### config.mk
export PLATFORM = sky130hd
export DESIGN_NAME = credential_table_engine
export DESIGN_NICKNAME = d
export VERILOG_FILES = /design/src/hdl/cte_pkg.sv /design/src/hdl/cte_cell.sv /design/src/hdl/credential_table_engine.sv
export SDC_FILE = /design/constraint.sdc
export NUM_CORES = 2
export LEC_CHECK = 0
export ABC_AREA = 0
export BUFFER_PORTS_ARGS = -buffer_cell sky130_fd_sc_hd__buf_4
export CORE_MARGIN = 1
export CORE_UTILIZATION = 44
export CTS_CLUSTER_SIZE = 10
export DETAILED_ROUTE_END_ITERATION = 7
export HOLD_SLACK_MARGIN = 0.08
export PLACE_DENSITY = 0.65
export SLEW_MARGIN = 10
export SYNTH_ARGS = -nofsm -noshare
export SYNTH_HDL_FRONTEND = slang
export SYNTH_SLANG_ARGS = --single-unit
export TNS_END_PERCENT = 100
### constraint.sdc
create_clock -name clk -period 15.5 [get_ports clk]
set_input_delay 0.775 -clock clk [delete_from_list [all_inputs] [get_ports clk]]
set_output_delay 0.775 -clock clk [all_outputs]
set_load 0.1 [all_outputs]
### src/hdl/cte_pkg.sv
// Shared types and constants for the credential table engine.
// No dependencies.
package cte_pkg;

  localparam logic [1:0] OP_VERIFY = 2'd0;
  localparam logic [1:0] OP_ADD    = 2'd1;
  localparam logic [1:0] OP_DELETE = 2'd2;

  localparam logic [2:0] ST_OK        = 3'd0;
  localparam logic [2:0] ST_AUTH_FAIL = 3'd1;
  localparam logic [2:0] ST_FULL      = 3'd2;
  localparam logic [2:0] ST_DUP       = 3'd3;
  localparam logic [2:0] ST_NOT_FOUND = 3'd4;

  localparam logic [63:0] HASH_SEED = 64'd5381;

  // token that walks the cell chain
  typedef struct packed {
    logic        found;
    logic        hash_ok;
    logic        empty;
    logic [15:0] uid;
  } cte_tok_t;

  // request broadcast to every cell
  typedef struct packed {
    logic [1:0]  op;
    logic        commit;
    logic [63:0] name;
    logic [63:0] hash;
    logic [15:0] uid;
  } cte_req_t;

endpackage

### src/hdl/cte_cell.sv
// One table entry of the credential table chain plus its token stage.
// Depends on cte_pkg.
module cte_cell import cte_pkg::*; (
  input  logic     clk,
  input  logic     rst,
  input  cte_req_t req,
  input  logic     tok_in_valid,
  input  cte_tok_t tok_in,
  output logic     tok_out_valid,
  output cte_tok_t tok_out
);

  logic        ent_valid;
  logic [63:0] ent_name;
  logic [63:0] ent_hash;
  logic [15:0] ent_uid;
  logic        match;
  logic        first;
  logic        claim;
  cte_tok_t    tok_next;

  assign match = ent_valid && (ent_name == req.name);
  assign first = !tok_in.found && match;
  assign claim = !tok_in.found && !ent_valid;

  always_comb begin
    tok_next = tok_in;
    if (req.commit) begin
      tok_next.found = tok_in.found | !ent_valid;
    end else begin
      tok_next.found = tok_in.found | match;
      tok_next.empty = tok_in.empty | !ent_valid;
      if (first) begin
        tok_next.hash_ok = (ent_hash == req.hash);
        tok_next.uid     = ent_uid;
      end
    end
  end

  always_ff @(posedge clk) begin
    if (rst) begin
      ent_valid     <= 1'b0;
      tok_out_valid <= 1'b0;
    end else begin
      tok_out_valid <= tok_in_valid;
      if (tok_in_valid) begin
        if (req.commit) begin
          if (claim) begin
            ent_valid <= 1'b1;
          end
        end else if (req.op == OP_DELETE && first) begin
          ent_valid <= 1'b0;
        end
      end
    end
  end

  always_ff @(posedge clk) begin
    tok_out <= tok_next;
    if (tok_in_valid && req.commit && claim) begin
      ent_name <= req.name;
      ent_hash <= req.hash;
      ent_uid  <= req.uid;
    end
  end

endmodule

### src/hdl/credential_table_engine.sv
// Credential table engine: a nonzero password byte folds into the hash each cycle (1 item/cycle).
// A last item scans the chain of MAX_USERS cells; an add that stores takes a second pass.
// Input stalls from then until the result has been registered at the output.
// Sync reset clears all entry valid flags at once and reloads the hash seed 5381.
// Depends on cte_pkg and cte_cell.
module credential_table_engine import cte_pkg::*; #(
  parameter int MAX_USERS  = 16,
  parameter int NAME_CHARS = 8
) (
  input  logic        clk,
  input  logic        rst,
  input  logic        in_valid,
  output logic        in_stall,
  input  logic [1:0]  operation,
  input  logic [63:0] user_name,
  input  logic [7:0]  password_char,
  input  logic        last,
  input  logic [15:0] new_uid,
  output logic        out_valid,
  input  logic        out_stall,
  output logic [2:0]  status,
  output logic [15:0] user_id
);

  localparam logic [1:0] S_IDLE   = 2'd0;
  localparam logic [1:0] S_SCAN   = 2'd1;
  localparam logic [1:0] S_COMMIT = 2'd2;
  localparam logic [1:0] S_DONE   = 2'd3;

  logic [1:0]  state;
  logic [63:0] acc;
  logic [63:0] acc_next;
  logic [63:0] clean_name;
  logic        alive;
  logic        start;
  cte_req_t    req;
  logic [2:0]  res_status;
  logic [15:0] res_uid;

  logic     tok_v [0:MAX_USERS];
  cte_tok_t tok   [0:MAX_USERS];

  assign in_stall = (state != S_IDLE);

  assign acc_next = (password_char == 8'd0) ? acc
                  : (acc << 5) + acc + {56'd0, password_char};

  always_comb begin
    alive      = 1'b1;
    clean_name = '0;
    for (int i = 0; i < NAME_CHARS; i++) begin
      if (user_name[8*i +: 8] == 8'd0) begin
        alive = 1'b0;
      end
      if (alive) begin
        clean_name[8*i +: 8] = user_name[8*i +: 8];
      end
    end
  end

  assign tok_v[0] = start;
  assign tok[0]   = '0;

  for (genvar g = 0; g < MAX_USERS; g++) begin : g_cell
    cte_cell u_cell (
      .clk          (clk),
      .rst          (rst),
      .req          (req),
      .tok_in_valid (tok_v[g]),
      .tok_in       (tok[g]),
      .tok_out_valid(tok_v[g+1]),
      .tok_out      (tok[g+1])
    );
  end

  always_ff @(posedge clk) begin
    if (rst) begin
      state     <= S_IDLE;
      start     <= 1'b0;
      out_valid <= 1'b0;
      acc       <= HASH_SEED;
    end else begin
      start <= 1'b0;
      if (out_valid && !out_stall) begin
        out_valid <= 1'b0;
      end
      case (state)
        S_IDLE: begin
          if (in_valid) begin
            if (last) begin
              req.op     <= operation;
              req.commit <= 1'b0;
              req.name   <= clean_name;
              req.hash   <= acc_next;
              req.uid    <= new_uid;
              acc        <= HASH_SEED;
              start      <= 1'b1;
              state      <= S_SCAN;
            end else begin
              acc <= acc_next;
            end
          end
        end
        S_SCAN: begin
          if (tok_v[MAX_USERS]) begin
            state   <= S_DONE;
            res_uid <= 16'd0;
            case (req.op)
              OP_VERIFY: begin
                if (tok[MAX_USERS].found && tok[MAX_USERS].hash_ok) begin
                  res_status <= ST_OK;
                  res_uid    <= tok[MAX_USERS].uid;
                end else begin
                  res_status <= ST_AUTH_FAIL;
                end
              end
              OP_ADD: begin
                if (!tok[MAX_USERS].empty) begin
                  res_status <= ST_FULL;
                end else if (tok[MAX_USERS].found) begin
                  res_status <= ST_DUP;
                end else begin
                  req.commit <= 1'b1;
                  start      <= 1'b1;
                  state      <= S_COMMIT;
                end
              end
              OP_DELETE: begin
                res_status <= tok[MAX_USERS].found ? ST_OK : ST_NOT_FOUND;
              end
              default: begin
                res_status <= ST_NOT_FOUND;
              end
            endcase
          end
        end
        S_COMMIT: begin
          if (tok_v[MAX_USERS]) begin
            res_status <= ST_OK;
            res_uid    <= 16'd0;
            state      <= S_DONE;
          end
        end
        S_DONE: begin
          if (!out_valid || !out_stall) begin
            out_valid <= 1'b1;
            status    <= res_status;
            user_id   <= res_uid;
            state     <= S_IDLE;
          end
        end
        default: begin
          state <= S_IDLE;
        end
      endcase
    end
  end

endmodule

* Word level (Yosys, flattened, before mapping)
Index checks and enable logic that the tools add are counted.
** Word-level totals
- Register bits :: 2893
- Bits in writable memories :: 0
- Memory bits (read-only) :: 0
- Word-level logic and storage cells :: 623
- Memories :: 0
- Bits in latches :: 0
- Input port bits :: 95
** Cells by class
- Eq/ne operators :: 61
- Reduce and logical (&&, ||, !) cells :: 184
- Mux-type cells :: 165
- Magnitude comparators :: 0
- Multiply operators :: 0
- Add/subtract/negate cells :: 2
- Bitwise operators :: 47
- Shift operators :: 0
- Divide/modulo/power cells :: 0
** Operators with widths (count)
- 64-bit equality test :: 32
- 16-bit two-way mux :: 19
- 145-bit two-way mux :: 2
- 18-bit two-way mux :: 15
- 64-bit two-way mux :: 2
- 1-bit two-way mux :: 103
- 1-bit logical AND :: 96
- 8-bit logical NOT :: 9
- 64-bit adder :: 1
- 64-bit by 8-bit adder with 64-bit output :: 1
- 8-bit two-way mux :: 8
- 3-bit AND reduction :: 16
- 1-bit bitwise OR :: 45
- 2-bit by 1-bit inequality test with 1-bit output (second input constant) :: 19
- 2-bit nonzero test :: 19
- 1-bit logical NOT :: 33
- 16-bit one-hot mux with 2 select lines :: 1
- 3-bit two-way mux :: 5
- 2-bit two-way mux :: 5
- 5-bit AND reduction :: 2
- 3-bit one-hot mux with 3 select lines :: 1
- 2-bit inequality test (second input constant) :: 4
- 2-bit one-hot mux with 4 select lines :: 1
- 4-bit AND reduction :: 2
- 11 further kinds :: 18

* Logic depth before layout (Yosys ltp)
- Depth after elaboration :: 13
- Mapped depth :: 14
- Depth with buffers taken out :: 14

* Cells and area by module
A second synthesis with hierarchy kept.
** Second synthesis, totals
- Cell total of the unflattened synthesis :: 7550
- Area total of the unflattened synthesis :: 119201.8 µm²
** By module, submodules not included
- cte_cell :: instances 16, cells each 389, area each 6573.8 µm², sequential area each 4744.6 µm²
- credential_table_engine :: instances 1, cells each 1326, area each 14020.9 µm², sequential area each 6916.6 µm²

* Worst setup path after synthesis
Ideal clock, no wire load.
- Kind :: register -> register
- From :: register, netlist name req[144]
- To :: register g_cell[8].u_cell.ent_hash[0] (enable)
- Stages on the path, launching flop included :: 5
- Library setup time :: 1.052 ns
- Setup slack :: -1.286 ns
- Data arrival time :: 15.734 ns
- Path through :: edfxtp_1 -> inv_1 -> clkbuf_1 -> buf_1 -> nor4b_1
** On the way
- Cells in the longest elaborated chain, start to end :: 2
** RTL lines
- 1-bit logical AND (2 in series) :: line cte_cell.sv:60 : if (tok_in_valid && req.commit && claim) begin
- end signal, assigned :: line cte_cell.sv:62 : ent_hash <= req.hash;
- end, declared :: line cte_cell.sv:15 : logic [63:0] ent_hash;
No other way between the ends.
A chain may end at the register's enable or synchronous reset.

==> flow_metrics.tcl <==
set metrics [dict create \
    synthCells 7795 \
    required_time_of_the_worst_setup_path_ps 16240 \
    drt-pass1-iter-count 6 \
    cell_area_after_synthesis_um2 119000 \
    worst-path-buf-inv 4 \
    unrepaired_setup_endpoints_after_global_routing "no" \
    grt_pass1_wl_um 485000 \
    initial_utilization_pct 44.3 \
    ys_types 96 \
    final.setup.worst_slack_ps 10820 \
    clkSlewWorstSetupHoldPaths_ps 50 \
    grt_overflow_total 0 \
    dp.final_hpwl_um 212000 \
    layout.nets 8452 \
    global_route_usage_sum_pct 24.8 \
    pwrdens_nw_per_um2 127 \
    drt_iter0_drc 7148 \
    cts.path.max_buffers 4 \
    gp_congestion 0.941 \
    worstMarginPinSlew_ps 1400 \
    min_period_over_period_pct 30.2 \
    cp_slowest_stage_delay_ps 680 \
    die_w_um 522 \
    skew_ps 64.2 \
    clock-sinks 2893 \
    timing.max_cap.violations 0 \
    post-route-drc-count 0 \
    io_buffer_count 115 \
    clk_root_buffer_cell "sky130_fd_sc_hd__clkbuf_16" \
    number_of_global_route_vias_before_repair 67400 \
    post_cts_setup_bufs 0 \
    die_area_um2 272000 \
    layout.cells.most_common_list "sky130_fd_sc_hd__edfxtp_1 (2489), sky130_fd_sc_hd__xor2_1 (1315), sky130_fd_sc_hd__xnor2_1 (555), sky130_fd_sc_hd__buf_4 (408), sky130_fd_sc_hd__dfxtp_1 (404)" \
    number_of_buffers_created_by_cts 338 \
    dr_total_vias 68900 \
    mappedNetlistNets 8020 \
    mostFrequentLayoutCell "sky130_fd_sc_hd__edfxtp_1" \
    finalWorstPathRequiredPeriod_ps 4680 \
    total_count_of_max_transition_violations_in_the_final_report 0 \
    crit_path_kind "reg2reg" \
    hold_path_class "in2reg" \
    drive_gt1_share_pct 13.3 \
    timing.critical_path.fanout_max 17 \
    dieHeight_um 522 \
    yosysWarningCount 0 \
    grt_start_max_net_pins 146 \
    syn_to_final_growth_pct 13.5 \
    synthArstFlopShare_pct 0 \
    critical_path.endpoint_type "register" \
    grt_antenna_before_repair 18 \
    timing.max_slew.rel_slack_pct 6.05 \
    critical-path-top-cell-by-count "sky130_fd_sc_hd__buf_4" \
    synthDominantAreaCellType "sky130_fd_sc_hd__edfxtp_1" \
    final-setup-viol-count 0 \
    arrival_ps 5420 \
    yosys_most_used_dff "sky130_fd_sc_hd__edfxtp_1" \
    largest_voltage_drop_on_the_vdd_net_mv 0.111 \
    route.detailed.wl_per_inst_um 28.7 \
    core_um2 268000 \
    cts_tree "done" \
    timing.critical_path.slowest_stage_cell "sky130_fd_sc_hd__a2111oi_0" \
    vias_per_cell 5.78 \
    critical_path.top_delay_family "buffers and inverters" \
    num_rows 190 \
    ctsResizeCount 0 \
    rrSetupSlack_ps 10820 \
    cts_hold_repair.buffers 26 \
    total_leakage_power_nw 46.1 \
    dp.cells 11400 \
    run_status "finished, final reports clean" \
    i_o_pin_count 116 \
    synth_seq_cells 2893 \
    synth_largest_type_area_fraction_pct 62.9 \
    clock_insertion_delay_worst_skew_ps 880 \
    achievable-frequency_mhz 214 \
    finalSetupTns_ps 0 \
    critical_path.cell_chain "buf_4 > buf_4 > inv_1 > o21ai_0 > a2111oi_0 > nand4_1 > a2111oi_0 > nand3_1 > nor2_2 > buf_4 > mux2_2" \
    totalWireLength_um 342000 \
    edff_count_synth 2489 \
    worst_setup_slack_before_clock_tree_synthesis_ps 10490 \
    netlist_top_cells_area "sky130_fd_sc_hd__edfxtp_1 (63%), sky130_fd_sc_hd__xor2_1 (9.7%), sky130_fd_sc_hd__dfxtp_1 (6.8%)" \
    totalPowerFinal_w 0.0171 \
    final_util_pct 50.3 \
    final_cell_count_no_fill 11900 \
    h-tree-depth 5 \
    synth.avg_cell_area_um2 15.3 \
    synth_sequential_area_ratio_pct 69.7 \
    report.final.hold_viol_count 0 \
    setup.worst_path.start_class "register" \
    ant_nets 0 \
]
-- through the flow --
step           hold slack [ps]  instance area [um2]
5_1_grt                    158               135000
6_report                   162               135000
3_5_place_dp               400               125000
3_3_place_gp               402               125000
4_1_cts                    119               135000
2_1_floorplan              395               119000
-- tightest hold or removal path, cell delays in order --
cell	delay [ps]
sky130_fd_sc_hd__buf_4	90
sky130_fd_sc_hd__a21oi_1	60
sky130_fd_sc_hd__nor2_1	70
-- flip-flops by register name (all words and copies together), names as in the netlist --
signal / cells
g_cell.u_cell.ent_name: 1024
g_cell.u_cell.ent_hash: 1024
res_uid: 16
acc: 64
g_cell.u_cell.ent_uid: 256
start: 1
state: 2
g_cell.u_cell.ent_valid: 16
res_status: 3
req: 147
user_id: 16
status: 3
g_cell.u_cell.tok_out_valid: 16
g_cell.u_cell.tok_out: 304
out_valid: 1
-- cells by family after synthesis --
group,after synthesis,share of synthesized area [%]
multiplexers,268,2.53
buffers and inverters,493,1.72
flip-flops,2893,69.7
XOR/XNOR,1871,13.8
AO/OA/AOI/OAI,592,3.51
adder cells (fa/ha/maj),130,1.39
AND/OR/NAND/NOR,1548,7.38
-- synthesized netlist by cell type (8+ instances only) --
cell / instances
sky130_fd_sc_hd__inv_1: 136
sky130_fd_sc_hd__nor3b_1: 8
sky130_fd_sc_hd__nand3_1: 51
sky130_fd_sc_hd__buf_2: 86
sky130_fd_sc_hd__nor4bb_1: 15
sky130_fd_sc_hd__a31oi_1: 9
sky130_fd_sc_hd__nand2b_1: 41
sky130_fd_sc_hd__or4_1: 13
sky130_fd_sc_hd__nor3_1: 52
sky130_fd_sc_hd__mux2_1: 17
sky130_fd_sc_hd__nand4_1: 268
sky130_fd_sc_hd__o22ai_1: 54
sky130_fd_sc_hd__and2_1: 93
sky130_fd_sc_hd__a2111oi_0: 18
sky130_fd_sc_hd__o21bai_1: 25
sky130_fd_sc_hd__a22o_1: 31
sky130_fd_sc_hd__o2111ai_1: 22
sky130_fd_sc_hd__o211ai_1: 13
sky130_fd_sc_hd__xor2_1: 1315
sky130_fd_sc_hd__and3_1: 18
sky130_fd_sc_hd__nor4_1: 409
sky130_fd_sc_hd__buf_4: 12
sky130_fd_sc_hd__edfxtp_1: 2489
sky130_fd_sc_hd__xnor2_1: 555
sky130_fd_sc_hd__ha_1: 126
sky130_fd_sc_hd__a22oi_1: 48
sky130_fd_sc_hd__or2_2: 9
sky130_fd_sc_hd__o221ai_1: 15
sky130_fd_sc_hd__a21o_1: 30
sky130_fd_sc_hd__nor2_1: 191
sky130_fd_sc_hd__a21oi_1: 129
sky130_fd_sc_hd__buf_1: 56
sky130_fd_sc_hd__nand4b_1: 13
sky130_fd_sc_hd__clkbuf_1: 188
sky130_fd_sc_hd__mux2_2: 247
sky130_fd_sc_hd__o2bb2ai_1: 27
sky130_fd_sc_hd__nor4b_1: 24
sky130_fd_sc_hd__dfxtp_1: 404
sky130_fd_sc_hd__nand2_1: 248
sky130_fd_sc_hd__o21ai_0: 68
sky130_fd_sc_hd__a211oi_1: 15
sky130_fd_sc_hd__nor2b_1: 52
sky130_fd_sc_hd__a221oi_1: 31
-- worst paths after layout --
path	start	to	cells past startpoint
worst max-delay path	req[105]	g_cell[15].u_cell.tok_out[15]	11
worst min-delay path	out_stall	out_valid	3
worst max register to register	req[105]	g_cell[15].u_cell.tok_out[15]	11
worst min register to register	res_uid[8]	user_id[8]	0
-- cell type report --
cell class,instances,area (um2)
fillers,22100,133000
clock inverters,24,285
inverters,146,548
diodes,3,7.51
clock buffers,456,9120
flip-flops and latches,2893,82800
multi-input cells,4409,34300
repair buffers,439,3420
well taps,3552,4440
-- power by group --
part	internal [W]	leakage, nW	total, W	switching [W]
Clock	0.00410	4.56	0.00704	0.00293
Sequential	0.00860	25.7	0.00867	0.0000725
Combinational	0.000404	15.9	0.00143	0.00103
Total	0.0131	46.1	0.0171	0.00403
-- metal layers --
layer / up-vias / GRT usage, % / part of all wire (%) / wire length [um]
li1: 29700 / - / - / -
met5: - / 0 / 0 / 0
met4: 0 / 9.75 / 4.3 / 14600
met1: 35500 / 33.9 / 42 / 142000
met2: 3026 / 40.1 / 47 / 160000
met3: 654 / 3.37 / 7.4 / 25400
No activity file was read; power rests on OpenSTA's default activity.
